<file path="src/sv/tdt_pkg.sv">
// ----------------------------------------------------------------------------
// tdt_pkg
// Shared types and constants for the task delay tick table.
// ----------------------------------------------------------------------------
package tdt_pkg;

  // Default number of delay slots.
  localparam int NUM_SLOTS_DEF = 8;

  // Most release results reported individually for one tick.
  localparam int MAX_RESULTS = 8;

  // Field widths.
  localparam int TASK_W  = 8;
  localparam int TICKS_W = 16;
  localparam int COUNT_W = 7;

  // Input request codes.
  localparam logic REQ_TICK  = 1'b0;
  localparam logic REQ_DELAY = 1'b1;

  // Result kind codes.
  localparam logic KIND_TICK = 1'b0;
  localparam logic KIND_ACK  = 1'b1;

  // One memory word: the task id and its remaining tick count.
  typedef struct packed {
    logic [TASK_W-1:0]  task_id;
    logic [TICKS_W-1:0] remaining;
  } slot_t;

  // One result item.
  typedef struct packed {
    logic               kind;
    logic               released_valid;
    logic [TASK_W-1:0]  released_task;
    logic [COUNT_W-1:0] release_count;
    logic               table_full;
    logic               last;
  } res_t;

endpackage

</file>
<file path="src/sv/tdt_req_if.sv">
// ----------------------------------------------------------------------------
// tdt_req_if
// Input channel: a tick or a delay request, with valid/ready handshake.
// ----------------------------------------------------------------------------
interface tdt_req_if;
  logic                       valid;
  logic                       ready;
  logic                       req_type;
  logic [tdt_pkg::TASK_W-1:0]  task_id;
  logic [tdt_pkg::TICKS_W-1:0] delay_ticks;

  modport source (output valid, output req_type, output task_id, output delay_ticks,
                  input ready);
  modport sink   (input valid, input req_type, input task_id, input delay_ticks,
                  output ready);
endinterface

</file>
<file path="src/sv/tdt_res_if.sv">
// ----------------------------------------------------------------------------
// tdt_res_if
// Result channel: release reports and request acknowledgments.
// ----------------------------------------------------------------------------
interface tdt_res_if;
  logic                        valid;
  logic                        ready;
  logic                        kind;
  logic                        released_valid;
  logic [tdt_pkg::TASK_W-1:0]  released_task;
  logic [tdt_pkg::COUNT_W-1:0] release_count;
  logic                        table_full;
  logic                        last;

  modport source (output valid, output kind, output released_valid,
                  output released_task, output release_count, output table_full,
                  output last, input ready);
  modport sink   (input valid, input kind, input released_valid,
                  input released_task, input release_count, input table_full,
                  input last, output ready);
endinterface

</file>
<file path="src/sv/task_delay_tick_table.sv">
// ----------------------------------------------------------------------------
// task_delay_tick_table
// Delay slot table for a tick-driven task scheduler.
// ----------------------------------------------------------------------------
// A delay request searches the used flags from slot 0 upward, one slot per
// cycle while the result register can take an item; a full table answers
// with table_full. A tick sweeps every slot through the slot memory, one slot
// per cycle while the result register can take an item, with a registered
// read ahead of each slot's update. Each expired slot gives one release
// transfer, in slot order, and the last transfer of a tick carries the
// release count; at most eight releases are reported one by one, the rest
// are only counted. One item is worked on at a time; the next is taken once
// the final result of the current one sits in the result register. A zero
// delay waits 65536 ticks. Reset clears the used flags at once, so the block
// is ready in the cycle after reset.
// ----------------------------------------------------------------------------
module task_delay_tick_table #(
  parameter int NUM_SLOTS = tdt_pkg::NUM_SLOTS_DEF
) (
  input logic       clk,
  input logic       rst,
  tdt_req_if.sink   req,
  tdt_res_if.source res
);

  localparam int IDX_W = (NUM_SLOTS > 1) ? $clog2(NUM_SLOTS) : 1;

  logic             mem_wr_en;
  logic [IDX_W-1:0] mem_wr_addr;
  tdt_pkg::slot_t   mem_wr_data;
  logic             mem_rd_en;
  logic [IDX_W-1:0] mem_rd_addr;
  tdt_pkg::slot_t   mem_rd_data;

  // Sequencer and result register.
  tdt_ctrl #(
    .NUM_SLOTS (NUM_SLOTS),
    .IDX_W     (IDX_W)
  ) u_ctrl (
    .clk         (clk),
    .rst         (rst),
    .req         (req),
    .res         (res),
    .mem_wr_en   (mem_wr_en),
    .mem_wr_addr (mem_wr_addr),
    .mem_wr_data (mem_wr_data),
    .mem_rd_en   (mem_rd_en),
    .mem_rd_addr (mem_rd_addr),
    .mem_rd_data (mem_rd_data)
  );

  // Task ids and tick counts of all slots.
  tdt_slot_mem #(
    .NUM_SLOTS (NUM_SLOTS),
    .IDX_W     (IDX_W)
  ) u_mem (
    .clk     (clk),
    .wr_en   (mem_wr_en),
    .wr_addr (mem_wr_addr),
    .wr_data (mem_wr_data),
    .rd_en   (mem_rd_en),
    .rd_addr (mem_rd_addr),
    .rd_data (mem_rd_data)
  );

endmodule

</file>
<file path="src/sv/tdt_slot_mem.sv">
// ----------------------------------------------------------------------------
// tdt_slot_mem
// Slot memory: one write port and one read port with registered read data.
// ----------------------------------------------------------------------------
module tdt_slot_mem #(
  parameter int NUM_SLOTS = tdt_pkg::NUM_SLOTS_DEF,
  parameter int IDX_W     = (NUM_SLOTS > 1) ? $clog2(NUM_SLOTS) : 1
) (
  input  logic                clk,
  input  logic                wr_en,
  input  logic [IDX_W-1:0]    wr_addr,
  input  tdt_pkg::slot_t      wr_data,
  input  logic                rd_en,
  input  logic [IDX_W-1:0]    rd_addr,
  output tdt_pkg::slot_t      rd_data
);

  tdt_pkg::slot_t mem [NUM_SLOTS];

  // Write port.
  always_ff @(posedge clk) begin
    if (wr_en) begin
      mem[wr_addr] <= wr_data;
    end
  end

  // Read port; the data holds while no read is issued.
  always_ff @(posedge clk) begin
    if (rd_en) begin
      rd_data <= mem[rd_addr];
    end
  end

endmodule

</file>
<file path="src/sv/tdt_ctrl.sv">
// ----------------------------------------------------------------------------
// tdt_ctrl
// Sequencer: slot sweeps for ticks and free-slot search for requests, the
// used flags and the result register.
// ----------------------------------------------------------------------------
module tdt_ctrl #(
  parameter int NUM_SLOTS = tdt_pkg::NUM_SLOTS_DEF,
  parameter int IDX_W     = (NUM_SLOTS > 1) ? $clog2(NUM_SLOTS) : 1
) (
  input  logic             clk,
  input  logic             rst,
  tdt_req_if.sink          req,
  tdt_res_if.source        res,
  output logic             mem_wr_en,
  output logic [IDX_W-1:0] mem_wr_addr,
  output tdt_pkg::slot_t   mem_wr_data,
  output logic             mem_rd_en,
  output logic [IDX_W-1:0] mem_rd_addr,
  input  tdt_pkg::slot_t   mem_rd_data
);

  localparam int CNT_W = $clog2(NUM_SLOTS + 1);
  localparam int RES_W = $clog2(tdt_pkg::MAX_RESULTS + 1);

  typedef enum logic [3:0] {
    ST_IDLE   = 4'b0001,
    ST_REQ    = 4'b0010,
    ST_SWEEP  = 4'b0100,
    ST_FINISH = 4'b1000
  } state_t;

  state_t                      state;
  logic [CNT_W-1:0]            idx;
  logic                        p_vld;
  logic [IDX_W-1:0]            p_idx;
  logic [NUM_SLOTS-1:0]        used;
  logic [CNT_W-1:0]            cnt;
  logic [RES_W-1:0]            n_res;
  logic                        pend_vld;
  logic [tdt_pkg::TASK_W-1:0]  pend_task;
  logic [tdt_pkg::TASK_W-1:0]  lat_task;
  logic [tdt_pkg::TICKS_W-1:0] lat_ticks;
  logic                        out_vld;
  tdt_pkg::res_t               out_res;

  logic                        ofree;
  logic                        issue;
  logic                        proc_slot;
  logic [tdt_pkg::TICKS_W-1:0] rem_next;
  logic                        rel;
  logic                        rel_report;
  logic                        req_free;
  logic                        req_last;
  logic                        emit;
  tdt_pkg::res_t               emit_res;

  // The result register can take a new item this cycle.
  assign ofree = !out_vld || res.ready;

  assign req.ready = (state == ST_IDLE);

  // Sweep datapath: read slot idx while the previously read slot is updated.
  assign issue      = (state == ST_SWEEP) && ofree && (idx < CNT_W'(NUM_SLOTS));
  assign proc_slot  = (state == ST_SWEEP) && ofree && p_vld && used[p_idx];
  assign rem_next   = mem_rd_data.remaining - 1'b1;
  assign rel        = proc_slot && (rem_next == '0);
  assign rel_report = rel && (n_res < RES_W'(tdt_pkg::MAX_RESULTS));

  // Free-slot search for a delay request, one slot per cycle while the result register can take an item.
  assign req_free = !used[idx[IDX_W-1:0]];
  assign req_last = (idx == CNT_W'(NUM_SLOTS - 1));

  assign mem_rd_en   = issue;
  assign mem_rd_addr = idx[IDX_W-1:0];

  // Memory write: place a request, or store a decremented count.
  always_comb begin
    mem_wr_en   = 1'b0;
    mem_wr_addr = p_idx;
    mem_wr_data = '{task_id: mem_rd_data.task_id, remaining: rem_next};
    if (state == ST_REQ && ofree && req_free) begin
      mem_wr_en   = 1'b1;
      mem_wr_addr = idx[IDX_W-1:0];
      mem_wr_data = '{task_id: lat_task, remaining: lat_ticks};
    end else if (proc_slot) begin
      mem_wr_en = 1'b1;
    end
  end

  // Result selection for this cycle.
  always_comb begin
    emit     = 1'b0;
    emit_res = '0;
    unique case (state)
      ST_REQ: begin
        if (ofree && (req_free || req_last)) begin
          emit              = 1'b1;
          emit_res.kind     = tdt_pkg::KIND_ACK;
          emit_res.table_full = !req_free;
          emit_res.last     = 1'b1;
        end
      end
      ST_SWEEP: begin
        // A new release pushes out the one held back, which is not the last.
        if (rel_report && pend_vld) begin
          emit                    = 1'b1;
          emit_res.kind           = tdt_pkg::KIND_TICK;
          emit_res.released_valid = 1'b1;
          emit_res.released_task  = pend_task;
        end
      end
      ST_FINISH: begin
        if (ofree) begin
          emit                   = 1'b1;
          emit_res.kind          = tdt_pkg::KIND_TICK;
          emit_res.last          = 1'b1;
          if (pend_vld) begin
            emit_res.released_valid = 1'b1;
            emit_res.released_task  = pend_task;
            emit_res.release_count  = tdt_pkg::COUNT_W'(cnt);
          end
        end
      end
      default: begin
      end
    endcase
  end

  // Sequencer state, counters and used flags.
  always_ff @(posedge clk) begin
    if (rst) begin
      state    <= ST_IDLE;
      used     <= '0;
      p_vld    <= 1'b0;
      pend_vld <= 1'b0;
      idx      <= '0;
      cnt      <= '0;
      n_res    <= '0;
    end else begin
      unique case (state)
        ST_IDLE: begin
          if (req.valid) begin
            idx       <= '0;
            lat_task  <= req.task_id;
            lat_ticks <= req.delay_ticks;
            if (req.req_type == tdt_pkg::REQ_DELAY) begin
              state <= ST_REQ;
            end else begin
              p_vld    <= 1'b0;
              pend_vld <= 1'b0;
              cnt      <= '0;
              n_res    <= '0;
              state    <= ST_SWEEP;
            end
          end
        end
        ST_REQ: begin
          if (ofree) begin
            if (req_free) begin
              used[idx[IDX_W-1:0]] <= 1'b1;
              state                <= ST_IDLE;
            end else if (req_last) begin
              state <= ST_IDLE;
            end else begin
              idx <= idx + 1'b1;
            end
          end
        end
        ST_SWEEP: begin
          if (ofree) begin
            p_vld <= issue;
            if (issue) begin
              idx   <= idx + 1'b1;
              p_idx <= idx[IDX_W-1:0];
            end
            if (rel) begin
              used[p_idx] <= 1'b0;
              cnt         <= cnt + 1'b1;
            end
            if (rel_report) begin
              pend_vld  <= 1'b1;
              pend_task <= mem_rd_data.task_id;
              n_res     <= n_res + 1'b1;
            end
            if (!issue && !p_vld) begin
              state <= ST_FINISH;
            end
          end
        end
        ST_FINISH: begin
          if (ofree) begin
            state <= ST_IDLE;
          end
        end
        default: begin
          state <= ST_IDLE;
        end
      endcase
    end
  end

  // Result register.
  always_ff @(posedge clk) begin
    if (rst) begin
      out_vld <= 1'b0;
    end else if (emit) begin
      out_vld <= 1'b1;
    end else if (res.ready) begin
      out_vld <= 1'b0;
    end
  end

  always_ff @(posedge clk) begin
    if (emit) begin
      out_res <= emit_res;
    end
  end

  assign res.valid          = out_vld;
  assign res.kind           = out_res.kind;
  assign res.released_valid = out_res.released_valid;
  assign res.released_task  = out_res.released_task;
  assign res.release_count  = out_res.release_count;
  assign res.table_full     = out_res.table_full;
  assign res.last           = out_res.last;

  // The sweep pipeline is empty whenever a new item may be taken.
  a_idle_empty: assert property (@(posedge clk) disable iff (rst)
    (state == ST_IDLE) |-> !p_vld)
    else $error("Sweep stage still holds a slot while idle.");

  // Every reported release is also counted.
  a_count_covers: assert property (@(posedge clk) disable iff (rst)
    (state == ST_SWEEP || state == ST_FINISH) |-> (CNT_W'(n_res) <= cnt))
    else $error("More release results than counted releases.");

  // A result that is not the last one is always a release report.
  a_mid_release: assert property (@(posedge clk) disable iff (rst)
    (out_vld && !out_res.last) |->
      (out_res.kind == tdt_pkg::KIND_TICK && out_res.released_valid))
    else $error("Non-final result is not a release.");

  // A held-back release exists exactly when at least one was reported.
  a_pend_match: assert property (@(posedge clk) disable iff (rst)
    (state == ST_SWEEP || state == ST_FINISH) |-> (pend_vld == (n_res != '0)))
    else $error("Held release does not match the report count.");

  // A released slot is no longer in use afterwards.
  a_release_frees: assert property (@(posedge clk) disable iff (rst)
    rel |=> !used[$past(p_idx)])
    else $error("Expired slot was not freed.");

endmodule
</file>
<file path="src/flat_wrapper.sv">
// flat-port wrapper written by rule: the top's interface ports become plain ports
module task_delay_tick_table_flat 
#(
  parameter int NUM_SLOTS = tdt_pkg::NUM_SLOTS_DEF
)
  (clk, rst, req_valid, req_req_type, req_task_id, req_delay_ticks, req_ready, res_valid, res_kind, res_released_valid, res_released_task, res_release_count, res_table_full, res_last, res_ready);
  tdt_req_if req_i ();
  tdt_res_if res_i ();
  input logic clk;
  input logic rst;
  input wire logic [$bits(req_i.valid)-1:0] req_valid;
  input wire logic [$bits(req_i.req_type)-1:0] req_req_type;
  input wire logic [$bits(req_i.task_id)-1:0] req_task_id;
  input wire logic [$bits(req_i.delay_ticks)-1:0] req_delay_ticks;
  output wire logic [$bits(req_i.ready)-1:0] req_ready;
  output wire logic [$bits(res_i.valid)-1:0] res_valid;
  output wire logic [$bits(res_i.kind)-1:0] res_kind;
  output wire logic [$bits(res_i.released_valid)-1:0] res_released_valid;
  output wire logic [$bits(res_i.released_task)-1:0] res_released_task;
  output wire logic [$bits(res_i.release_count)-1:0] res_release_count;
  output wire logic [$bits(res_i.table_full)-1:0] res_table_full;
  output wire logic [$bits(res_i.last)-1:0] res_last;
  input wire logic [$bits(res_i.ready)-1:0] res_ready;
  assign req_i.valid = req_valid;
  assign req_i.req_type = req_req_type;
  assign req_i.task_id = req_task_id;
  assign req_i.delay_ticks = req_delay_ticks;
  assign req_ready = req_i.ready;
  assign res_valid = res_i.valid;
  assign res_kind = res_i.kind;
  assign res_released_valid = res_i.released_valid;
  assign res_released_task = res_i.released_task;
  assign res_release_count = res_i.release_count;
  assign res_table_full = res_i.table_full;
  assign res_last = res_i.last;
  assign res_i.ready = res_ready;
  task_delay_tick_table #(.NUM_SLOTS(NUM_SLOTS)) u_core (.clk(clk), .rst(rst), .req(req_i), .res(res_i));
endmodule
</file>
<file path="config.mk">
export PLATFORM = sky130hd
export DESIGN_NAME = task_delay_tick_table_flat
export DESIGN_NICKNAME = d
export VERILOG_FILES = /design/src/sv/tdt_pkg.sv /design/src/sv/tdt_req_if.sv /design/src/sv/tdt_res_if.sv /design/src/sv/task_delay_tick_table.sv /design/src/sv/tdt_slot_mem.sv /design/src/sv/tdt_ctrl.sv /design/src/flat_wrapper.sv
export SDC_FILE = /design/constraint.sdc
export NUM_CORES = 1
export LEC_CHECK = 0
export ABC_CLOCK_PERIOD_IN_PS = 6720
export BUFFER_PORTS_ARGS = -buffer_cell sky130_fd_sc_hd__buf_2
export CORE_MARGIN = 5
export CORE_UTILIZATION = 40
export DETAILED_ROUTE_END_ITERATION = 12
export PLACE_DENSITY = 0.55
export SLEW_MARGIN = 20
export SYNTH_ARGS = -nofsm -noshare
export SYNTH_HDL_FRONTEND = slang
export SYNTH_SLANG_ARGS = --single-unit
</file>
<file path="constraint.sdc">
create_clock -name clk -period 6.72 [get_ports clk]
set_clock_uncertainty 0.1 [all_clocks]
set_input_delay 1.344 -clock clk [delete_from_list [all_inputs] [get_ports clk]]
set_output_delay 1.344 -clock clk [all_outputs]
set_load 0.02 [all_outputs]
</file>
==> qor.yml, run 1 <==
status: "finished, final reports clean"
die_y_um: 181
cts_buffers: 30
grt_pass1_wl_um: 42900
syn_to_final_growth_pct: 14.9
crit_fanout: 30
grt_pass1_vias: 6947
synth_top_cell_area_share_pct: 68.6
start_util_pct: 40.6
post-synth-top-count-cell: "edfxtp_1"
peakVddDrop_mv: 0.222
vias: 7050
synthArstFlopShare_pct: 0
nets: 880
syn-cell-area_um2: 11700
tightest_slew_ns: 1.15
hpwlAfterDp_um: 16200
synth_commonest_cells: "edfxtp_1 (267), a22oi_1 (98), nand2_1 (57)"
ctsResizeCount: 0
cpMostUsedCell: "buf_4"
cpPeakStageDelay_ns: 0.74
post-route-min-period_ns: 4.23
reg2reg_slack_ns: 2.49
drt_iter0_drc: 648
htree_num_levels: 1
cp.required_ns: 6.87
grt_overflow: 0
leakage_nw: 4.36
holdPathStages: 0
ys.flop_type: "edfxtp_1"
drv_cap: 0
ctsRootBufferMaster: "clkbuf_16"
grt_start_max_net_pins: 31
crit_chain: "mux4_2 > mux2i_1 > nor2b_4 > buf_4 > a31oi_1 > nor2_2 > buf_4"
drive_gt1_share_pct: 16.2
syn_inst: 800
max_freq_mhz: 236
setup_violations: 0
whs_ns: 0.357
worstSetupEndpointType: "flop"
clk_pin_slew_ns: 0.07
clock_latency_ns: 0.56
finalHoldViolations: 0
finalWeightedCongestion: 0.836
hold_buffers: 0
cts_tree: "built"
slew_headroom_pct: 23.2
clk_path_buf_depth: 3
crit_arrival_ns: 4.38
stdcell_area_um2: 13400
rows: 62
postPlaceCellArea_um2: 12400
core-area_um2: 28800
antenna_found_initial: 0
hold_class: "reg2reg"
setup_tns_ns: 0
track_usage_pct: 16.7
die_w_um: 181
worst_slack_ns: 2.49
synth_seq_area_share_pct: 73.3
portBuffers: 46
drc: 0
wl_per_cell_um: 22.4
worst_path_max_delay_cell: "dfxtp_1"
finalMaxSlewViolations: 0
drtPass1Iterations: 5
synth_warnings: 0
post_cts_buffers: 0
fillCellCount: 2514
totalPowerFinal_mw: 4.23
drtAntennaViolNets: 0
wl_um: 28100
synth_seq_cells: 294
dp_slack_ns: 2.28
rsz0062_at_grt: "no"
post-route-period-util_pct: 62.9
die-area_um2: 32700
critical_path_class: "reg2reg"
power_per_cell_area_nw_per_um2: 315
syn_avg_cell_area_um2: 14.6
cts.sinks: 294
synthTopCellsByArea: "edfxtp_1 (69%), a22oi_1 (6.3%), dfxtp_1 (4.6%), nand2_1 (1.8%), clkbuf_1 (1.4%)"
io_pins: 50
cp-start-kind: "flop"
ff2ff_path_depth: 7
synth_cell_types: 56
synth-edff-count: 267
vias_per_cell: 5.62
yosysTopAreaCell: "edfxtp_1"
antenna_cells: 0
[where the power goes]
part	switching [mW]	total, mW	internal, mW
Sequential	0.0460	2.13	2.08
Combinational	0.255	0.369	0.114
Clock	0.681	1.73	1.05
Total	0.982	4.23	3.25
[logic make-up after synthesis]
logic type / after synthesis / share of synthesized area (%)
flip-flops: 294 / 73.3
AND/OR/NAND/NOR: 227 / 10.5
AO/OA/AOI/OAI: 177 / 10.8
buffers and inverters: 67 / 2.31
XOR/XNOR: 17 / 1.27
multiplexers: 12 / 1.35
adder cells (fa/ha/maj): 5 / 0.536
other: 1 / 0.0321
[stage by stage]
| stage | instances | utilization [%] |
|---|---|---|
| 2_1_floorplan | 802 | - |
| 3_3_place_gp | 1198 | 43.0 |
| 3_5_place_dp | 1198 | 43.0 |
| 4_1_cts | 1254 | 46.6 |
| 5_1_grt | 1254 | 46.6 |
| 6_report | 1254 | 46.6 |
[registers in the layout (all words and copies together), names as in the netlist, 3 cells and up]
register                         flops
u_core.u_ctrl.used                   8
u_core.u_ctrl.pend_task              8
u_core.u_ctrl.res.release_count      4
u_core.u_ctrl.p_idx                  3
u_core.u_ctrl.lat_ticks             16
u_core.u_ctrl.n_res                  4
u_core.u_ctrl.state                  4
u_core.u_ctrl.lat_task               8
u_core.u_mem.rd_data                24
u_core.u_mem.mem                   192
u_core.u_ctrl.cnt                    4
u_core.u_ctrl.res.released_task      8
u_core.u_ctrl.idx                    4
[final timing paths]
path                                                          from                              endpoint
worst min-delay path            u_core.u_mem.rd_data[22]$_DFFE_PP_  u_core.u_ctrl.pend_task[6]$_DFFE_PP_
worst max register to register   u_core.u_ctrl.idx[0]$_SDFFE_PP0P_     u_core.u_mem.mem[3][16]$_DFFE_PP_
worst min register to register  u_core.u_mem.rd_data[22]$_DFFE_PP_  u_core.u_ctrl.pend_task[6]$_DFFE_PP_
worst max-delay path             u_core.u_ctrl.idx[0]$_SDFFE_PP0P_     u_core.u_mem.mem[3][16]$_DFFE_PP_
[per-layer routing]
layer	GRT usage (%)	wire length [µm]
met5	0	0
met4	4.57	612
met3	2.59	1900
met2	25.9	12800
met1	24.8	12800
[final cells by class]
type                       instances  area [µm²]  area share, %
inverter                          15        56.3          0.419
clock buffer                      34         766           5.70
multi-input combinational        441        2930           21.8
timing repair buffer              64         365           2.72
sequential                       294        8560           63.8
tap                              384         480           3.58
clock inverter                    22         270           2.01
[layout by cell type, fill, tap and decap left out, drive strengths merged, types with 6 or more instances in the layout]
cell	instances
a21oi	23
a22oi	98
a31oi	7
and3	8
buf	64
bufinv	6
clkbuf	34
clkinv	15
dfxtp	27
edfxtp	267
inv	15
mux2i	9
nand2	57
nand2b	7
nand3	9
nand4	26
nor2	37
nor3	25
nor3b	6
nor4	14
o211a	8
o21ai	18
or3	6
or4	6
xnor2	13
[worst max-delay path, delay by kind of cell, from the launching register on]
kind,cells,cell delay [ns]
buffers and inverters,2,0.76
AOI/OAI and AO/OA,1,0.19
and+or+nand+nor,2,1.21
DFF,1,0.74
muxes,2,0.91
Power figures use the tool's default switching activity.
==> run 2, diff against run 1 <==
--- a/config.mk
+++ b/config.mk
@@ -5,7 +5,8 @@
 export SDC_FILE = /design/constraint.sdc
 export NUM_CORES = 1
 export LEC_CHECK = 0
-export ABC_CLOCK_PERIOD_IN_PS = 6720
+export ABC_AREA = 1
+export ABC_CLOCK_PERIOD_IN_PS = 4070
 export BUFFER_PORTS_ARGS = -buffer_cell sky130_fd_sc_hd__buf_2
 export CORE_MARGIN = 5
 export CORE_UTILIZATION = 40
==> constraint.sdc (replaced) <==
create_clock -name clk -period 4.07 [get_ports clk]
set_clock_uncertainty 0.1 [all_clocks]
set_input_delay 0.814 -clock clk [delete_from_list [all_inputs] [get_ports clk]]
set_output_delay 0.814 -clock clk [all_outputs]
set_load 0.02 [all_outputs]
==> qor.yml, run 2 <==
rsz0062_at_grt: "no"
hold_buffers: 0
synth_warnings: 0
drt_iter0_drc: 658
power_per_cell_area_nw_per_um2: 578
drc: 0
io_pins: 50
grt_pass1_wl_um: 45200
synth_top_cell_area_share_pct: 66.7
syn-cell-area_um2: 12000
critical_path_class: "reg2reg"
largest_reg_flops: 192
grt_overflow: 0
reg2reg_slack_ns: 0.66
post-route-min-period_ns: 3.41
die-area_um2: 33600
post_cts_buffers: 0
crit_fanout: 24
hpwlAfterDp_um: 19300
ctsRootBufferMaster: "clkbuf_16"
clk_pin_slew_ns: 0.06
layout_common_cells: "edfxtp_1 (267), nand2_1 (178), nor2_1 (69)"
critPathTopFamily: "simple AND/OR/NAND/NOR gates"
yosysTopAreaCell: "edfxtp_1"
worst_path_max_delay_cell: "dfxtp_1"
drtPass1Iterations: 5
reg_top3: "u_core.u_mem.mem x192, u_core.u_mem.rd_data x24, u_core.u_ctrl.lat_ticks x16"
cpMostUsedCell: "nand2_1"
die_w_um: 183
synthArstFlopShare_pct: 0
crit_arrival_ns: 3.52
finalHoldViolations: 0
critPathLaunch: "u_core.u_ctrl.idx[0]$_SDFFE_PP0P_"
hold_class: "in2reg"
cp-endpoint: "u_core.u_mem.mem[6][13]$_DFFE_PP_"
slew_headroom_pct: 28.2
post-synth-top-count-cell: "edfxtp_1"
syn_inst: 954
path_buf_inv: 2
drive_gt1_share_pct: 17.6
dp_slack_ns: 0.642
max_freq_mhz: 293
instances_no_fill: 1442
antenna_cells: 0
synth_commonest_cells: "edfxtp_1 (267), nand2_1 (178), nor2_1 (79)"
wl_per_cell_um: 20.4
synth_seq_area_share_pct: 71.2
leakage_nw: 4.81
ff2ff_path_depth: 11
drv_cap: 0
start_util_pct: 40.6
finalMaxSlewViolations: 0
cts.sinks: 294
regMostFlops: "u_core.u_mem.mem"
syn_avg_cell_area_um2: 12.6
ys.flop_type: "edfxtp_1"
ctsResizeCount: 0
worst_slack_ns: 0.658
whs_ns: 0.325
clock_latency_ns: 0.56
tightest_slew_ns: 1.07
track_usage_pct: 17.5
antenna_found_initial: 0
setup_violations: 0
post-route-period-util_pct: 83.8
r2r-start: "u_core.u_ctrl.idx[0]$_SDFFE_PP0P_"
grt_pass1_vias: 7492
nets: 1062
wl_um: 29400
peakVddDrop_mv: 0.347
cp-start-kind: "flop"
cts_buffers: 31
rows: 63
status: "finished, final reports clean"
core-area_um2: 29600
synthTopCellsByArea: "edfxtp_1 (67%), nand2_1 (5.6%), dfxtp_1 (4.5%), nor2_1 (2.5%), a22oi_1 (2.1%)"
reg2reg_to: "u_core.u_mem.mem[6][13]$_DFFE_PP_"
synth_cell_types: 44
crit_chain: "inv_1 > nand2_1 > nand2_1 > nand2_1 > nand2_1 > nand2_1 > nand3_2 > o21ai_0 > nand2_1 > nor2_2 > buf_4"
vias_per_cell: 5.31
dpl.cell_count: 1385
worstSetupEndpointType: "flop"
utilization_pct: 46.8
cp.depth: 11
cpPeakStageDelay_ns: 0.70
finalWeightedCongestion: 0.873
synth_seq_cells: 294
synth-edff-count: 267
portBuffers: 46
vias: 7653
cts_tree: "built"
cp.required_ns: 4.18
die_y_um: 183
grt_start_max_net_pins: 26
clk_path_buf_depth: 3
drtAntennaViolNets: 0
setup_tns_ns: 0
htree_num_levels: 1
syn_to_final_growth_pct: 15.4
final_common_cell: "edfxtp_1"
## run 2: cell types whose count changed after synthesis, sizes merged, moves of 22 or more
| cell | change |
|---|---|
| nand2 | +128 |
| a22oi | -64 |
| inv | +56 |
| nor2 | +55 |
| nand3 | +32 |
| clkbuf | -31 |
| a22o | +22 |
## run 2: cells by family (layout without fill, tap and decap cells)
| family | count (synthesis) | count (layout) | share of synthesized area, % |
|---|---|---|---|
| other cells | 1 | 3 | 0.0312 |
| flops | 294 | 294 | 71.2 |
| simple gates | 361 | 361 | 13.6 |
| mux | 8 | 8 | 0.749 |
| compound gates | 170 | 170 | 9.66 |
| fa+ha+maj | 5 | 5 | 0.520 |
| xor+xnor | 5 | 5 | 0.364 |
| buf+inv | 110 | 206 | 3.88 |
## run 2: power by group
group	switching, mW	internal (mW)
registers	0.129	3.62
logic	1.05	0.434
clock network	1.15	1.64
## run 2: layout make-up
type                            instances  area (µm²)
Fill cell                            2670       15800
Sequential cell                       294        8560
Multi-Input combinational cell        552        3090
Clock buffer                           32         779
Tap cell                              390         488
Timing Repair Buffer                   76         455
Inverter                               73         275
Clock inverter                         25         230
## run 2: stage by stage
step	cell area (µm²)	total power [mW]
3_5_place_dp	12900	5.31
4_1_cts	13900	8.08
6_report	13900	8.02
5_1_grt	13900	8.39
2_1_floorplan	12000	4.73
3_3_place_gp	12900	5.30
## run 2: how the worst min path moves through the flow
stage	start	end	slack, ns	cells after the start
after CTS	req_delay_ticks[6]	u_core.u_ctrl.lat_ticks[6]$_DFFE_PP_	0.31	1
final	req_delay_ticks[6]	u_core.u_ctrl.lat_ticks[6]$_DFFE_PP_	0.33	1
after global placement	u_core.u_mem.rd_data[17]$_DFFE_PP_	u_core.u_ctrl.pend_task[1]$_DFFE_PP_	0.33	0
after global routing	req_task_id[3]	u_core.u_ctrl.lat_task[3]$_DFFE_PP_	0.31	1
after floorplan	u_core.u_ctrl.idx[2]$_SDFFE_PP0P_	u_core.u_ctrl.p_idx[2]$_DFFE_PP_	0.30	0
after detailed placement	u_core.u_mem.rd_data[17]$_DFFE_PP_	u_core.u_ctrl.pend_task[1]$_DFFE_PP_	0.34	0
## run 2: layer usage
layer	GRT usage, %	up-vias	routed length, µm
li1	-	3628	-
met1	26.1	3735	13700
met2	27.1	248	13300
met3	2.44	42	1850
met4	4.56	0	586
met5	0	-	0
==> run 3, diff against run 2 <==
--- a/config.mk
+++ b/config.mk
@@ -6,7 +6,7 @@
 export NUM_CORES = 1
 export LEC_CHECK = 0
 export ABC_AREA = 1
-export ABC_CLOCK_PERIOD_IN_PS = 4070
+export ABC_CLOCK_PERIOD_IN_PS = 3430
 export BUFFER_PORTS_ARGS = -buffer_cell sky130_fd_sc_hd__buf_2
 export CORE_MARGIN = 5
 export CORE_UTILIZATION = 40
==> constraint.sdc (replaced) <==
create_clock -name clk -period 3.43 [get_ports clk]
set_clock_uncertainty 0.1 [all_clocks]
set_input_delay 0.686 -clock clk [delete_from_list [all_inputs] [get_ports clk]]
set_output_delay 0.686 -clock clk [all_outputs]
set_load 0.02 [all_outputs]
==> qor.yml, run 3 (synthesis results as in run 2) <==
die-area_um2: 33600
clock_latency_ns: 0.55
power_per_cell_area_nw_per_um2: 684
drtPass1Iterations: 5
setup_violations: 0
htree_num_levels: 1
peakVddDrop_mv: 0.480
antenna_found_initial: 0
whs_endpoint: "u_core.u_ctrl.lat_task[7]$_DFFE_PP_"
final_common_cell: "edfxtp_1"
totalPowerFinal_mw: 9.58
rows: 63
ctsRootBufferMaster: "clkbuf_16"
vias: 7589
die_y_um: 183
clk_path_buf_depth: 3
setup_tns_ns: 0
start_util_pct: 40.6
io_pins: 50
drive_gt1_share_pct: 18.8
cts.sinks: 294
post-route-period-util_pct: 92.6
ff2ff_path_depth: 12
holdPathStages: 1
grt_overflow: 0
die_w_um: 183
reg2reg_slack_ns: 0.25
antenna_cells: 0
hpwlAfterDp_um: 19000
crit_chain: "inv_1 > nand2_1 > nor3_2 > inv_1 > nor2_1 > nand3_2 > buf_4 > nand2_1 > nand2_1 > buf_4 > nor2_2 > buf_12"
min-delay-start: "req_task_id[7]"
portBuffers: 46
critPathTopFamily: "simple AND/OR/NAND/NOR gates"
instances_no_fill: 1454
reg_top3: "u_core.u_mem.mem x192, u_core.u_mem.rd_data x24, u_core.u_ctrl.lat_ticks x16"
crit_fanout: 14
track_usage_pct: 17.3
drv_cap: 0
layout_common_cells: "edfxtp_1 (267), nand2_1 (178), nor2_1 (69)"
worst_path_max_delay_cell: "nor2_2"
crit_arrival_ns: 3.33
rsz0062_at_grt: "no"
core-area_um2: 29600
largest_reg_flops: 192
vias_per_cell: 5.22
whs_ns: 0.202
wl_um: 29200
cts_tree: "built"
regMostFlops: "u_core.u_mem.mem"
finalMaxSlewViolations: 0
worstSetupEndpointType: "flop"
clk_pin_slew_ns: 0.07
post_cts_buffers: 0
drt_iter0_drc: 624
cts_buffers: 30
drc: 0
grt_pass1_vias: 7494
ctsResizeCount: 0
dp_slack_ns: 0.0405
reg2reg_to: "u_core.u_mem.mem[6][15]$_DFFE_PP_"
cpPeakStageDelay_ns: 0.64
nets: 1074
finalWeightedCongestion: 0.844
syn_to_final_growth_pct: 16.5
max_freq_mhz: 315
dpl.cell_count: 1398
cp.required_ns: 3.58
cp-start-kind: "flop"
slew_headroom_pct: 39.3
r2r-start: "u_core.u_ctrl.state[3]$_SDFFE_PP0P_"
leakage_nw: 4.89
worst_slack_ns: 0.252
hold_class: "in2reg"
drtAntennaViolNets: 0
post-route-min-period_ns: 3.18
finalHoldViolations: 0
wl_per_cell_um: 20.1
cpMostUsedCell: "nand2_1"
critical_path_class: "reg2reg"
status: "finished, final reports clean"
grt_start_max_net_pins: 34
hold_buffers: 0
grt_pass1_wl_um: 44900
tightest_slew_ns: 0.906
path_buf_inv: 5
-- run 3: changes by cell type in the layout (fill, tap and decap cells not counted), sizes merged --
cell / change
buf: +13
clkinvlp: -3
inv: +3
clkbuf: +1
clkinv: -2
-- run 3: metal layers --
| layer | wire [µm] | GRT usage (%) | up-vias |
|---|---|---|---|
| met5 | 0 | 0 | - |
| met4 | 750 | 5.39 | 0 |
| met3 | 1720 | 2.60 | 46 |
| met2 | 13500 | 27.5 | 223 |
| met1 | 13200 | 24.6 | 3676 |
| li1 | - | - | 3644 |
-- run 3: power breakdown --
group          internal (mW)  switching (mW)  total, mW
clock                   1.95            1.36       3.30
combinational          0.562            1.31       1.87
sequential              4.29           0.106       4.40
total                   6.80            2.78       9.58
-- run 3: worst max-delay path by stage --
stage | from | to | slack [ns] | cells after the start
CTS | u_core.u_ctrl.state[3]$_SDFFE_PP0P_ | u_core.u_mem.mem[2][3]$_DFFE_PP_ | 0.11 | 10
finish | u_core.u_ctrl.state[3]$_SDFFE_PP0P_ | u_core.u_mem.mem[6][15]$_DFFE_PP_ | 0.25 | 12
global placement | res_ready | u_core.u_mem.mem[4][20]$_DFFE_PP_ | 0.06 | 9
detailed placement | res_ready | u_core.u_mem.mem[2][7]$_DFFE_PP_ | 0.04 | 8
global route | u_core.u_ctrl.state[3]$_SDFFE_PP0P_ | u_core.u_mem.mem[6][15]$_DFFE_PP_ | 0.03 | 12
floorplan | res_ready | u_core.u_mem.mem[6][0]$_DFFE_PP_ | 0.23 | 8
-- run 3: final cells by class --
type / instances / area (µm²)
Fill cell: 2693 / 15600
Sequential cell: 294 / 8560
Multi-Input combinational cell: 552 / 3110
Clock buffer: 33 / 783
Timing Repair Buffer: 89 / 578
Tap cell: 390 / 488
Inverter: 73 / 275
Clock inverter: 23 / 221
-- run 3: through the flow --
stage	area (µm²)	util (%)
global placement	13000	43.8
detailed placement	13000	43.8
finish	14000	47.3
CTS	14000	47.2
global route	14000	47.3
floorplan	12000	-
